[src/rtl/bloom_filter_two_hash_top_macros.svh]
// Assertion macros shared by the bloom filter RTL.
`ifndef BLOOM_FILTER_TWO_HASH_TOP_MACROS_SVH
`define BLOOM_FILTER_TWO_HASH_TOP_MACROS_SVH
`ifndef SYNTHESIS
// Same-cycle implication: whenever the antecedent holds, the consequent holds.
`define BFT_ASSERT_SAME(label, clk, rst, ante, cons, msg) \
   label: assert property (@(posedge clk) disable iff (rst) (ante) |-> (cons)) \
      else $error(msg);
// Next-cycle implication: the consequent holds in the cycle after the antecedent.
`define BFT_ASSERT_NEXT(label, clk, rst, ante, cons, msg) \
   label: assert property (@(posedge clk) disable iff (rst) (ante) |=> (cons)) \
      else $error(msg);
`else
`define BFT_ASSERT_SAME(label, clk, rst, ante, cons, msg)
`define BFT_ASSERT_NEXT(label, clk, rst, ante, cons, msg)
`endif
`endif

[src/rtl/bft_pkg.sv]
// Shared types and constants of the two-hash bloom filter.
`default_nettype none
package bft_pkg;

   localparam int ACC_W            = 32;
   localparam int BYTE_W           = 8;
   localparam int SIZE_W           = 8;
   localparam int SLOT_OUT_W       = 7;
   localparam int DIGIT_W          = 4;
   localparam int RED_STEPS        = ACC_W / DIGIT_W;
   localparam int RED_CNT_W        = $clog2(RED_STEPS);
   localparam int MAX_BITS_DEFAULT = 128;

   localparam logic [SIZE_W-1:0] SIZE_RESET = 8'd10;

   localparam logic FUNC_INSERT = 1'b0;
   localparam logic FUNC_QUERY  = 1'b1;

   typedef enum logic [4:0] {
      ST_CLEAR  = 5'b00001,
      ST_ACCUM  = 5'b00010,
      ST_REDUCE = 5'b00100,
      ST_LOOKUP = 5'b01000,
      ST_FINISH = 5'b10000
   } state_type;

   typedef struct packed {
      logic clear_en;
      logic acc_en;
      logic red_step;
      logic lookup;
      logic finish;
      logic out_load;
   } cmd_type;

   typedef struct packed {
      logic clear_last;
      logic out_free;
   } status_type;

endpackage
`default_nettype wire

[src/rtl/bft_mod_lane.sv]
// One modulo reduction lane: folds a 32-bit value into a remainder a digit per cycle while step is high.
`default_nettype none
module bft_mod_lane (
   input  wire logic                             clock,
   input  wire logic                             init,
   input  wire logic                             step,
   input  wire logic [bft_pkg::DIGIT_W-1:0]      digit,
   input  wire logic [bft_pkg::SIZE_W-1:0]       modulus,
   output logic      [bft_pkg::SIZE_W-1:0]       rem
);

   logic [bft_pkg::SIZE_W-1:0] rem_ff;
   logic [bft_pkg::SIZE_W-1:0] rem_in;
   logic [bft_pkg::SIZE_W-1:0] folded;

   // Restoring reduction, one bit per inner step; the remainder stays below
   // the modulus, so a single conditional subtract keeps it in range.
   always_comb begin
      logic [bft_pkg::SIZE_W:0] trial;
      logic [bft_pkg::SIZE_W-1:0] r;
      r = rem_ff;
      for (int i = bft_pkg::DIGIT_W - 1; i >= 0; i--) begin
         trial = {r, digit[i]};
         if (trial >= {1'b0, modulus}) begin
            trial = trial - {1'b0, modulus};
         end
         r = trial[bft_pkg::SIZE_W-1:0];
      end
      folded = r;
   end

   always_comb begin
      priority if (init) begin
         rem_in = '0;
      end else if (step) begin
         rem_in = folded;
      end else begin
         rem_in = rem_ff;
      end
   end

   always_ff @(posedge clock) begin
      rem_ff <= rem_in;
   end

   assign rem = rem_ff;

endmodule
`default_nettype wire

[src/rtl/bft_datapath.sv]
// Datapath: size register, hash accumulators, reduction lanes, bit store, result register.
`default_nettype none
module bft_datapath #(
   parameter int MAX_BITS = bft_pkg::MAX_BITS_DEFAULT
) (
   input  wire logic                                clock,
   input  wire logic                                reset,
   input  wire bft_pkg::cmd_type                    cmd,
   output bft_pkg::status_type                      status,
   input  wire logic                                csr_write_enable,
   input  wire logic [bft_pkg::SIZE_W-1:0]          csr_write_data,
   input  wire logic                                req_func,
   input  wire logic [bft_pkg::BYTE_W-1:0]          req_key_byte,
   input  wire logic                                req_key_last,
   output logic                                     rsp_valid,
   input  wire logic                                rsp_stall,
   output logic                                     rsp_op_kind,
   output logic                                     rsp_may_exist,
   output logic      [bft_pkg::SLOT_OUT_W-1:0]      rsp_slot_a,
   output logic      [bft_pkg::SLOT_OUT_W-1:0]      rsp_slot_b
);

   localparam int SLOT_W = $clog2(MAX_BITS);
   localparam int ACC_W  = bft_pkg::ACC_W;
   localparam int SIZE_W = bft_pkg::SIZE_W;

   logic [SIZE_W-1:0] size_ff, size_in, size_eff;
   logic [ACC_W-1:0]  sum_ff, sum_in, prod_ff, prod_in;
   logic              func_ff, func_in;
   logic [SLOT_W-1:0] clr_addr_ff, clr_addr_in;
   logic [SIZE_W-1:0] rem_a, rem_b;
   logic              lane_init;
   logic [SLOT_W-1:0] addr_a, addr_b, wr_addr;
   logic              wr_en, wr_data;
   logic              rd_a_ff, rd_b_ff;
   logic              is_insert;

   logic                            rsp_valid_ff, rsp_valid_in;
   logic                            op_ff, hit_ff;
   logic [bft_pkg::SLOT_OUT_W-1:0]  slot_a_ff, slot_b_ff;

   logic mem [MAX_BITS];

   // Size register and the size actually used as the modulus.
   assign size_in = csr_write_enable ? csr_write_data : size_ff;

   always_comb begin
      priority if (size_ff == '0) begin
         size_eff = SIZE_W'(1);
      end else if (32'(size_ff) > 32'(MAX_BITS)) begin
         size_eff = SIZE_W'(MAX_BITS);
      end else begin
         size_eff = size_ff;
      end
   end

   // Accumulators; during reduction they shift out their top digit each cycle.
   always_comb begin
      priority if (cmd.lookup) begin
         sum_in  = '0;
         prod_in = ACC_W'(1);
      end else if (cmd.acc_en) begin
         sum_in  = sum_ff + ACC_W'(req_key_byte);
         prod_in = ACC_W'(prod_ff * ACC_W'(req_key_byte));
      end else if (cmd.red_step) begin
         sum_in  = sum_ff << bft_pkg::DIGIT_W;
         prod_in = prod_ff << bft_pkg::DIGIT_W;
      end else begin
         sum_in  = sum_ff;
         prod_in = prod_ff;
      end
   end

   assign lane_init = cmd.acc_en & req_key_last;
   assign func_in   = lane_init ? req_func : func_ff;
   assign is_insert = (func_ff == bft_pkg::FUNC_INSERT);

   bft_mod_lane u_lane_a (
      .clock   (clock),
      .init    (lane_init),
      .step    (cmd.red_step),
      .digit   (sum_ff[ACC_W-1 -: bft_pkg::DIGIT_W]),
      .modulus (size_eff),
      .rem     (rem_a)
   );

   bft_mod_lane u_lane_b (
      .clock   (clock),
      .init    (lane_init),
      .step    (cmd.red_step),
      .digit   (prod_ff[ACC_W-1 -: bft_pkg::DIGIT_W]),
      .modulus (size_eff),
      .rem     (rem_b)
   );

   // Bit store: the clearing sweep, then slot a in lookup and slot b in finish.
   assign addr_a      = SLOT_W'(rem_a);
   assign addr_b      = SLOT_W'(rem_b);
   assign clr_addr_in = cmd.clear_en ? clr_addr_ff + SLOT_W'(1) : clr_addr_ff;
   assign status.clear_last = (clr_addr_ff == SLOT_W'(MAX_BITS - 1));

   always_comb begin
      priority if (cmd.clear_en) begin
         wr_en   = 1'b1;
         wr_addr = clr_addr_ff;
         wr_data = 1'b0;
      end else if (cmd.lookup) begin
         wr_en   = is_insert;
         wr_addr = addr_a;
         wr_data = 1'b1;
      end else begin
         wr_en   = cmd.finish & is_insert;
         wr_addr = addr_b;
         wr_data = 1'b1;
      end
   end

   always_ff @(posedge clock) begin
      if (wr_en) begin
         mem[wr_addr] <= wr_data;
      end
      if (cmd.lookup) begin
         rd_a_ff <= mem[addr_a];
         rd_b_ff <= mem[addr_b];
      end
   end

   // Result register decouples the key stream from the result consumer.
   assign status.out_free = ~rsp_valid_ff | ~rsp_stall;

   always_comb begin
      priority if (cmd.out_load) begin
         rsp_valid_in = 1'b1;
      end else if (~rsp_stall) begin
         rsp_valid_in = 1'b0;
      end else begin
         rsp_valid_in = rsp_valid_ff;
      end
   end

   always_ff @(posedge clock) begin
      if (reset) begin
         size_ff      <= bft_pkg::SIZE_RESET;
         sum_ff       <= '0;
         prod_ff      <= ACC_W'(1);
         clr_addr_ff  <= '0;
         rsp_valid_ff <= 1'b0;
      end else begin
         size_ff      <= size_in;
         sum_ff       <= sum_in;
         prod_ff      <= prod_in;
         clr_addr_ff  <= clr_addr_in;
         rsp_valid_ff <= rsp_valid_in;
      end
   end

   always_ff @(posedge clock) begin
      func_ff <= func_in;
      if (cmd.out_load) begin
         op_ff     <= func_ff;
         hit_ff    <= (func_ff == bft_pkg::FUNC_QUERY) & rd_a_ff & rd_b_ff;
         slot_a_ff <= rem_a[bft_pkg::SLOT_OUT_W-1:0];
         slot_b_ff <= rem_b[bft_pkg::SLOT_OUT_W-1:0];
      end
   end

   assign rsp_valid     = rsp_valid_ff;
   assign rsp_op_kind   = op_ff;
   assign rsp_may_exist = hit_ff;
   assign rsp_slot_a    = slot_a_ff;
   assign rsp_slot_b    = slot_b_ff;

endmodule
`default_nettype wire

[src/rtl/bft_ctrl.sv]
// Controller: sequences clearing, byte intake, reduction, lookup and result hand-off.
`default_nettype none
module bft_ctrl (
   input  wire logic                   clock,
   input  wire logic                   reset,
   input  wire logic                   req_valid,
   input  wire logic                   req_key_last,
   output logic                        req_stall,
   input  wire bft_pkg::status_type    status,
   output bft_pkg::cmd_type            cmd
);

   bft_pkg::state_type                 state_ff, state_in;
   logic [bft_pkg::RED_CNT_W-1:0]      cnt_ff, cnt_in;
   logic                               accept;
   logic                               red_done;

   assign req_stall = (state_ff != bft_pkg::ST_ACCUM);
   assign accept    = req_valid & ~req_stall;
   assign red_done  = (cnt_ff == bft_pkg::RED_CNT_W'(bft_pkg::RED_STEPS - 1));

   always_comb begin
      state_in     = state_ff;
      cnt_in       = cnt_ff;
      cmd          = '0;
      cmd.acc_en   = accept;
      unique case (state_ff)
         bft_pkg::ST_CLEAR: begin
            cmd.clear_en = 1'b1;
            if (status.clear_last) begin
               state_in = bft_pkg::ST_ACCUM;
            end
         end
         bft_pkg::ST_ACCUM: begin
            cnt_in = '0;
            if (accept & req_key_last) begin
               state_in = bft_pkg::ST_REDUCE;
            end
         end
         bft_pkg::ST_REDUCE: begin
            cmd.red_step = 1'b1;
            cnt_in       = cnt_ff + bft_pkg::RED_CNT_W'(1);
            if (red_done) begin
               state_in = bft_pkg::ST_LOOKUP;
            end
         end
         bft_pkg::ST_LOOKUP: begin
            cmd.lookup = 1'b1;
            state_in   = bft_pkg::ST_FINISH;
         end
         bft_pkg::ST_FINISH: begin
            cmd.finish = 1'b1;
            if (status.out_free) begin
               cmd.out_load = 1'b1;
               state_in     = bft_pkg::ST_ACCUM;
            end
         end
         default: begin
            state_in = bft_pkg::ST_CLEAR;
         end
      endcase
   end

   always_ff @(posedge clock) begin
      if (reset) begin
         state_ff <= bft_pkg::ST_CLEAR;
         cnt_ff   <= '0;
      end else begin
         state_ff <= state_in;
         cnt_ff   <= cnt_in;
      end
   end

endmodule
`default_nettype wire

[src/rtl/bloom_filter_two_hash_top.sv]
// Top level of the two-hash bloom filter over byte-streamed keys.
`default_nettype none
`include "bloom_filter_two_hash_top_macros.svh"
// A key arrives as a run of request words, one key byte each, with the last
// byte flagged by req_key_last; req_func on that last byte selects insert or
// query. While the key streams in, one byte is taken every cycle and folded
// into a running byte sum and a running byte product, both wrapping at 32
// bits. After the last byte the block stalls its input through a reduction
// phase, in which two reduction lanes take both accumulators modulo the
// effective filter size four bits per cycle, a lookup step that reads both
// slots of the bit store (and, for an insert, sets the first), and a finish
// step that sets the second slot and loads the result word. The finish step
// repeats for as long as the previous result word is still waiting to be
// taken. The result word sits in an output register, so the next key can
// stream in while it waits to be taken. After reset the bit store is swept
// clear, one entry a cycle, with the input stalled until the sweep ends;
// the filter size register can be written at any time the block is idle,
// including during the sweep. A filter size of zero acts as one, and a size
// above MAX_BITS acts as MAX_BITS. Slot indices are reported in their low
// seven bits.
module bloom_filter_two_hash_top #(
   parameter int MAX_BITS = bft_pkg::MAX_BITS_DEFAULT
) (
   input  wire logic                                clock,
   input  wire logic                                reset,
   input  wire logic                                csr_write_enable,
   input  wire logic [bft_pkg::SIZE_W-1:0]          csr_write_data,
   input  wire logic                                req_valid,
   output logic                                     req_stall,
   input  wire logic                                req_func,
   input  wire logic [bft_pkg::BYTE_W-1:0]          req_key_byte,
   input  wire logic                                req_key_last,
   output logic                                     rsp_valid,
   input  wire logic                                rsp_stall,
   output logic                                     rsp_op_kind,
   output logic                                     rsp_may_exist,
   output logic      [bft_pkg::SLOT_OUT_W-1:0]      rsp_slot_a,
   output logic      [bft_pkg::SLOT_OUT_W-1:0]      rsp_slot_b
);

   // Commands flow from the controller to the datapath; status flows back.
   bft_pkg::cmd_type    cmd;
   bft_pkg::status_type status;

   bft_ctrl u_ctrl (
      .clock        (clock),
      .reset        (reset),
      .req_valid    (req_valid),
      .req_key_last (req_key_last),
      .req_stall    (req_stall),
      .status       (status),
      .cmd          (cmd)
   );

   bft_datapath #(
      .MAX_BITS (MAX_BITS)
   ) u_datapath (
      .clock            (clock),
      .reset            (reset),
      .cmd              (cmd),
      .status           (status),
      .csr_write_enable (csr_write_enable),
      .csr_write_data   (csr_write_data),
      .req_func         (req_func),
      .req_key_byte     (req_key_byte),
      .req_key_last     (req_key_last),
      .rsp_valid        (rsp_valid),
      .rsp_stall        (rsp_stall),
      .rsp_op_kind      (rsp_op_kind),
      .rsp_may_exist    (rsp_may_exist),
      .rsp_slot_a       (rsp_slot_a),
      .rsp_slot_b       (rsp_slot_b)
   );

   // A new result must never overwrite a word the consumer has not taken.
   `BFT_ASSERT_SAME(a_no_overwrite, clock, reset, cmd.out_load, !(rsp_valid && rsp_stall), "result word overwritten while stalled")
   // Loading a result always presents it on the next cycle.
   `BFT_ASSERT_NEXT(a_load_shows, clock, reset, cmd.out_load, rsp_valid, "loaded result not presented")
   // No key byte may be taken while the lanes are reducing, during the lookup or while the store is clearing.
   `BFT_ASSERT_SAME(a_stall_reduce, clock, reset, cmd.red_step || cmd.lookup || cmd.clear_en, req_stall, "input open during reduction, lookup or clearing")
   // Inserts never report a hit.
   `BFT_ASSERT_SAME(a_insert_no_hit, clock, reset, rsp_valid && (rsp_op_kind == bft_pkg::FUNC_INSERT), !rsp_may_exist, "insert result reports a hit")

endmodule
`default_nettype wire
[config.mk]
export PLATFORM = sky130hd
export DESIGN_NAME = bloom_filter_two_hash_top
export DESIGN_NICKNAME = d
export VERILOG_FILES = /design/src/rtl/bft_pkg.sv /design/src/rtl/bft_mod_lane.sv /design/src/rtl/bft_datapath.sv /design/src/rtl/bft_ctrl.sv /design/src/rtl/bloom_filter_two_hash_top.sv
export VERILOG_INCLUDE_DIRS = /design/src /design/src/rtl
export SDC_FILE = /design/constraint.sdc
export NUM_CORES = 1
export LEC_CHECK = 0
export BUFFER_PORTS_ARGS = -buffer_cell sky130_fd_sc_hd__buf_4
export CORE_ASPECT_RATIO = 0.9
export CORE_UTILIZATION = 60
export CTS_CLUSTER_SIZE = 40
export DETAILED_ROUTE_END_ITERATION = 10
export PLACE_DENSITY = 0.77
export SYNTH_ARGS = -nofsm -noshare
export SYNTH_HDL_FRONTEND = slang
export SYNTH_SLANG_ARGS = --single-unit
[constraint.sdc]
create_clock -name clock -period 19.9 [get_ports clock]
set_input_delay 0.995 -clock clock [delete_from_list [all_inputs] [get_ports clock]]
set_output_delay 0.995 -clock clock [all_outputs]
set_load 0.05 [all_outputs]
Yosys cells after proc, flatten, opt, wreduce, memory -nomap -nowiden
Memory sizes are Yosys's and may differ from the RTL's. A register that Yosys moved wholly into a read port is not among the register bits.
Cells that the tools add are included.
Cells by class
  add/sub/neg operators: 11
  multiply operators: 1
  $lt $le $gt $ge: 9
  eq/ne operators: 13
  multiplexer cells: 34
  bitwise gates (word level): 10
  reductions and logical operators: 5
Operators with widths (count)
  2-to-1 mux 32 bit: 4
  2-to-1 mux 8 bit: 10
  >= comparator 9 x 8 -> 1 bit: 8
  subtractor 8 bit: 8
  adder 32 x 8 -> 32 bit: 1
  multiplier 32 x 8 -> 32 bit: 1
  case mux 5 bit (5 select lines): 1
  2-to-1 mux 5 bit: 4
  2-to-1 mux 7 bit: 2
  2-to-1 mux 1 bit: 11
  greater-than comparator 8 bit (second input constant): 1
  logical NOT 8 bit: 1
  adder 7 x 1 -> 7 bit (second input constant): 1
  equality test 7 bit (second input constant): 1
  inequality test 2 x 1 -> 1 bit (second input constant): 3
  case mux 3 bit (2 select lines): 1
  bitwise AND 1 bit: 5
  equality test 5 x 1 -> 1 bit (second input constant): 1
  equality test 5 x 2 -> 1 bit (second input constant): 1
  equality test 5 x 3 -> 1 bit (second input constant): 1
  equality test 5 x 4 -> 1 bit (second input constant): 1
  equality test 5 bit (second input constant): 1
  inequality test 5 x 2 -> 1 bit (second input constant): 1
  inequality test 2 bit (second input constant): 2
  other kinds (8): 12
Word-level totals
  flip-flop bits (word level): 121
  memory bits (writable): 128
  bits of input ports: 23
  output and inout bits: 18
  logic and storage cells: 98
  memories: 1
Memory list
  u_datapath.mem: words 128, width 1, rd ports 2, clocked after Yosys merged registers in 2, write ports 1, RTL line bft_datapath.sv:42  | logic mem [MAX_BITS];

Depth between registers and ports, before layout
  depth after elaboration: 11
  depth in mapped cells: 38
  mapped depth without buffers: 38

By module
Synthesis repeated with hierarchy kept, for this count alone.
Second synthesis, totals
  cell total of the unflattened synthesis: 2315
  area total of the unflattened synthesis: 22868.2 µm²
Modules (own cells, without submodules)
  bft_datapath: instances 1, cells each 1717, area an instance 18067.3 µm², sequential area each 6015.8 µm²
  bft_mod_lane: instances 2, cells each 270, area an instance 2152.1 µm², sequential area each 160.2 µm²
  bft_ctrl: instances 1, cells each 58, area an instance 496.7 µm², sequential area each 160.2 µm²

Worst setup path after synthesis
No wires, ideal clock.
  kind: register to register
  start point: register u_datapath.size_ff[7]
  end point: register u_datapath.u_lane_a.rem_ff (netlist bit u_datapath.u_lane_a.rem[0])
  library setup time: 0.117 ns
  data arrival time: 7.892 ns
  data required time: 19.783 ns
  slack: 11.890 ns
  cell stages (with the launch flop): 37
  path buffers: 2
  period minus slack after synthesis: 8.010 ns
  cell sequence: dfxtp_1 -> inv_1 -> nand2_1 -> ha_1 -> nor2b_4 -> o31a_1 -> o31a_1 -> o41ai_4 -> mux2_2 -> inv_1 -> ha_1 -> nor2b_1 -> o21ai_0 -> nand3_1 -> a311o_1 -> buf_2 -> mux2_2 -> inv_1 -> ha_1 -> nor2b_1 -> o31a_1 -> o21a_1 -> o31a_1 -> o22ai_1 -> o221a_1 -> buf_6 -> mux2i_1 -> ha_1 -> nor2b_1 -> o21ai_0 -> a21oi_1 -> o21ai_0 -> a21oi_1 -> o21a_1 -> a211oi_4 -> nand3_2 -> a32o_1
On the way
  cells in the longest elaborated chain, start to end: 11
  elaborated cells between the ends (all ways): 16
  classes of those cells: add/sub: 4; order compare: 5; mux: 6; reduce/logical: 1
RTL lines
  start, declared: RTL line bft_datapath.sv:27  | logic [SIZE_W-1:0] size_ff, size_in, size_eff;
  start signal, assigned: RTL line bft_datapath.sv:143  | size_ff <= bft_pkg::SIZE_RESET;
  start signal, assigned: RTL line bft_datapath.sv:149  | size_ff <= size_in;
  greater-than comparator 8 bit: RTL line bft_datapath.sv:50  | end else if (32'(size_ff) > 32'(MAX_BITS)) begin
  2-to-1 mux 8 bit: RTL line bft_datapath.sv:50
  2-to-1 mux 8 bit *: RTL line bft_datapath.sv:48  | priority if (size_ff == '0) begin
  subtractor 8 bit / >= comparator 9 x 8 -> 1 bit (equally long branches): RTL line bft_mod_lane.sv:25, bft_mod_lane.sv:24
  2-to-1 mux 8 bit: RTL line bft_mod_lane.sv:24  | if (trial >= {1'b0, modulus}) begin
  subtractor 8 bit / >= comparator 9 x 8 -> 1 bit (equally long branches): RTL line bft_mod_lane.sv:25, bft_mod_lane.sv:24
  2-to-1 mux 8 bit: RTL line bft_mod_lane.sv:24
  subtractor 8 bit / >= comparator 9 x 8 -> 1 bit (equally long branches): RTL line bft_mod_lane.sv:25, bft_mod_lane.sv:24
  2-to-1 mux 8 bit: RTL line bft_mod_lane.sv:24
  >= comparator 9 x 8 -> 1 bit: RTL line bft_mod_lane.sv:24
  2-to-1 mux 8 bit *: RTL line bft_mod_lane.sv:24
  end signal, assigned: RTL line bft_mod_lane.sv:43  | rem_ff <= rem_in;
  end, declared: RTL line bft_mod_lane.sv:12  | logic [bft_pkg::SIZE_W-1:0] rem_ff;
Mark *: on every way between the ends. The rest lies on a longest branch, timed or not.
A chain may end at the register's enable or synchronous reset.

Worst setup path after layout
  start point: register u_datapath.size_ff[1]
  end point: register u_datapath.u_lane_a.rem_ff (netlist bit u_datapath.u_lane_a.rem[0])
The elaborated chain is that of the path after synthesis.

==> results.py <==
metrics = {
    "timing": {
        "hold_slack_ns": 0.487,
        "hold_viol": 0,
        "setup_violations": 0,
        "rsz0062_at_grt": "no",
        "maxSlewViolCount": 0,
        "fmax_mhz": 106,
        "fin_crit_ns": 9.48,
        "fin_tns_setup_ns": 0,
        "finalCritPeriodShare_pct": 47.6,
        "fin_ws_ns": 10.42,
        "slew_headroom_pct": 21.0,
        "finClkSkew_ns": 0.0122,
        "worst_pin_slew_ns": 1.18,
    },
    "die": {
        "ioPinCount": 41,
        "fp.coreArea_um2": 36100,
        "die_y_um": 184,
        "die_area_um2": 37400,
        "start_util_pct": 60.9,
        "die_w_um": 204,
        "num_rows": 66,
    },
    "synth": {
        "synthAdderAreaFrac_pct": 21.6,
        "synthMuxAreaShare_pct": 11.8,
        "synth_top_family_by_area": "adder cells",
        "synth-edff-count": 147,
        "ys_types": 81,
        "ys.flop_type": "edfxtp_1",
        "synth_area_um2": 22000,
        "async_reset_ff_share_pct": 0,
        "synth-compound-area-share_pct": 11.0,
        "synth_nets": 2563,
        "netlist.top_cell.by_area": "edfxtp_1",
        "synth-xor-area-share_pct": 3.11,
        "synth_warnings": 0,
        "synth_area_per_cell_um2": 9.72,
        "ys_ff_latch": 251,
        "ys_top_cells_by_count": "nand2_1, nor2_1, inv_1",
        "synthCells": 2260,
        "yosys.cell_count.top_type": "nand2_1",
        "synth_simple_gate_area_share_pct": 17.8,
        "synth.top_cell.area_share_pct": 20.1,
        "ys_seq_area_share_pct": 29.6,
        "synth_area_leaders": "edfxtp_1, fa_1, dfxtp_1",
    },
    "worst_setup_path": {
        "r2r_slack_ns": 10.42,
        "path_depth": 35,
        "cp.arrival_ns": 9.91,
        "crit_fanout": 11,
        "crit_path_end_kind": "flip-flop",
        "crit_family": "compound AO/OA/AOI/OAI gates",
        "cp-start-kind": "flip-flop",
        "crit_end": "u_datapath.u_lane_a.rem[0]",
        "crit_start": "u_datapath.size_ff[1]",
        "crit-reg2reg-launch": "u_datapath.size_ff[1]",
        "cp_num_buf_inv": 2,
        "slowest_stage": "nor2_1",
        "r2r_end": "u_datapath.u_lane_a.rem[0]",
        "critPathKind": "reg2reg",
        "required_ns": 20.33,
        "reg2regPathDepth": 35,
        "slowest_delay_ns": 0.64,
    },
    "clock_network": {
        "clock-sinks": 251,
        "ctsResizeCount": 0,
        "cts_buffer_depth": 3,
        "clockRootBuffer": "clkbuf_16",
        "cts_tree": "built",
        "htreeDepth": 1,
        "cts.clk_slew.worst_paths_ns": 0.06,
        "post_cts.repair.setup_buffers": 0,
        "hold_buffers": 0,
        "clk_latency_ns": 0.55,
        "cts_buffers": 28,
    },
    "final_layout": {
        "nets": 2522,
        "drive_above_1_share_pct": 10.7,
        "syn2layout_area_growth_pct": 6.89,
        "n_antenna_cell": 0,
        "finish.utilization_pct": 65.1,
    },
    "worst_hold_path": {
        "hold_class": "reg2reg",
        "min_from": "u_datapath.sum_ff[5]",
    },
    "pwr": {
        "power_mw": 1.61,
        "p_sw_share_pct": 31.8,
        "power_switching_uw": 512,
        "seqPwrFrac_pct": 34.0,
        "leakage_nw": 8.70,
        "pwr-share-comb_pct": 31.9,
        "clkPwrFrac_pct": 34.1,
        "ir_worst_vdd_uv": 69.4,
        "p_per_area_nw_per_um2": 68.6,
        "internal_power_mw": 1.10,
    },
    "grt": {
        "grt_pass1_vias": 17268,
        "grt_max_degree": 82,
        "grt_pass1_wl_um": 92000,
        "grtUsageTotal_pct": 31.1,
        "globalRouteOverflowTotal": 0,
        "antenna_found_initial": 1,
    },
    "drt": {
        "wl_um": 57000,
        "drt_first_pass_iters": 6,
        "vias_per_cell": 6.41,
        "via_count": 17406,
        "avgRoutedWirePerCell_um": 21.0,
        "postRouteAntennaNets": 0,
        "drt_iter0_markers": 1697,
        "drc": 0,
    },
    "place": {
        "hpwl_um": 38600,
        "post-place-ws_ns": 10.57,
        "io_buffer_count": 40,
        "gp_congestion": 0.948,
    },
    "status": {
        "status": "finished, final reports clean",
    },
    "run": {
        "drv_cap": 0,
    },
}
[state kept, by name, indices dropped and copies added (netlist names), 3 cells and up]
| name | cells |
|---|---|
| u_datapath.u_lane_b.rem | 8 |
| u_datapath.u_lane_a.rem | 8 |
| u_datapath.mem | 128 |
| u_ctrl.cnt_ff | 3 |
| u_datapath.clr_addr_ff | 7 |
| u_datapath.rsp_slot_a | 7 |
| u_datapath.size_ff | 8 |
| u_datapath.prod_ff | 32 |
| u_datapath.sum_ff | 32 |
| u_ctrl.state_ff | 5 |
| u_datapath.rsp_slot_b | 7 |
[how the worst min path moves through the flow]
stage / to / slack, ns / cells after the start
floorplan: u_datapath.rsp_slot_a[1] / 0.43 / 0
detailed placement: u_datapath.rsp_op_kind / 0.47 / 0
global route: u_datapath.rsp_op_kind / 0.49 / 0
global placement: u_datapath.rsp_op_kind / 0.47 / 0
finish: u_datapath.sum_ff[9] / 0.49 / 2
CTS: u_datapath.rsp_op_kind / 0.49 / 0
[per-layer routing]
layer,vias up,wire length (µm),global-route usage (%)
li1,7803,-,-
met3,170,5180,4.95
met4,2,2100,11.7
met5,-,13,0
met1,8558,23000,42.3
met2,873,26700,50.2
[cell families after synthesis]
family | after synthesis
flops | 251
simple gates | 850
fa+ha+maj | 280
xor+xnor | 78
mux | 150
buf+inv | 298
compound gates | 353
[per-stage QoR]
step / area (µm²) / instances
floorplan: 22000 / 2260
global placement: 22500 / 2665
detailed placement: 22500 / 2665
CTS: 23500 / 2716
global route: 23500 / 2716
finish: 23500 / 2716
[power groups by stage]
| stage | registers [mW] | logic (mW) | clock network [mW] |
|---|---|---|---|
| floorplan | 0.558 | 0.402 | 0 |
| global placement | 0.559 | 0.492 | 0 |
| detailed placement | 0.559 | 0.500 | 0 |
| CTS | 0.548 | 0.504 | 0.552 |
| global route | 0.548 | 0.566 | 0.573 |
| finish | 0.548 | 0.513 | 0.549 |
[cell type report]
type	instances	area (µm²)
multi-input cells	1711	14400
fillers	2793	12600
flip-flops and latches	251	6500
clock buffers	39	813
inverters	174	654
well taps	476	596
repair buffers	53	398
clock inverters	12	164
[worst register-to-register path: cells and delay by family, from the launching register on]
family / cells / cell delay (ns)
AO/OA/AOI/OAI: 18 / 4.95
adder cells (fa/ha/maj): 4 / 1.14
buffers and inverters: 2 / 0.13
flip-flops: 1 / 0.33
multiplexers: 3 / 1.22
AND/OR/NAND/NOR: 8 / 1.64
[placed cells by master (no fill, tap or decap), types with 10 or more instances in the layout]
master	n
edfxtp_1	147
dfxtp_1	100
nand4_1	24
inv_1	173
clkbuf_16	29
nor2b_1	23
xnor2_1	54
nor3_1	23
a21oi_1	93
a31oi_1	22
fa_1	165
a211oi_1	16
o21a_1	20
ha_1	115
mux2i_1	32
o211ai_1	22
nand2b_1	14
and3_1	20
a21o_1	27
buf_4	53
nor2_1	249
mux4_2	84
o21bai_1	10
and2_1	99
nand3_1	52
a311oi_1	16
nand2_1	294
xor2_1	24
or3_1	15
o21ai_0	57
mux2_2	34
(Power assumes the default switching activity.)
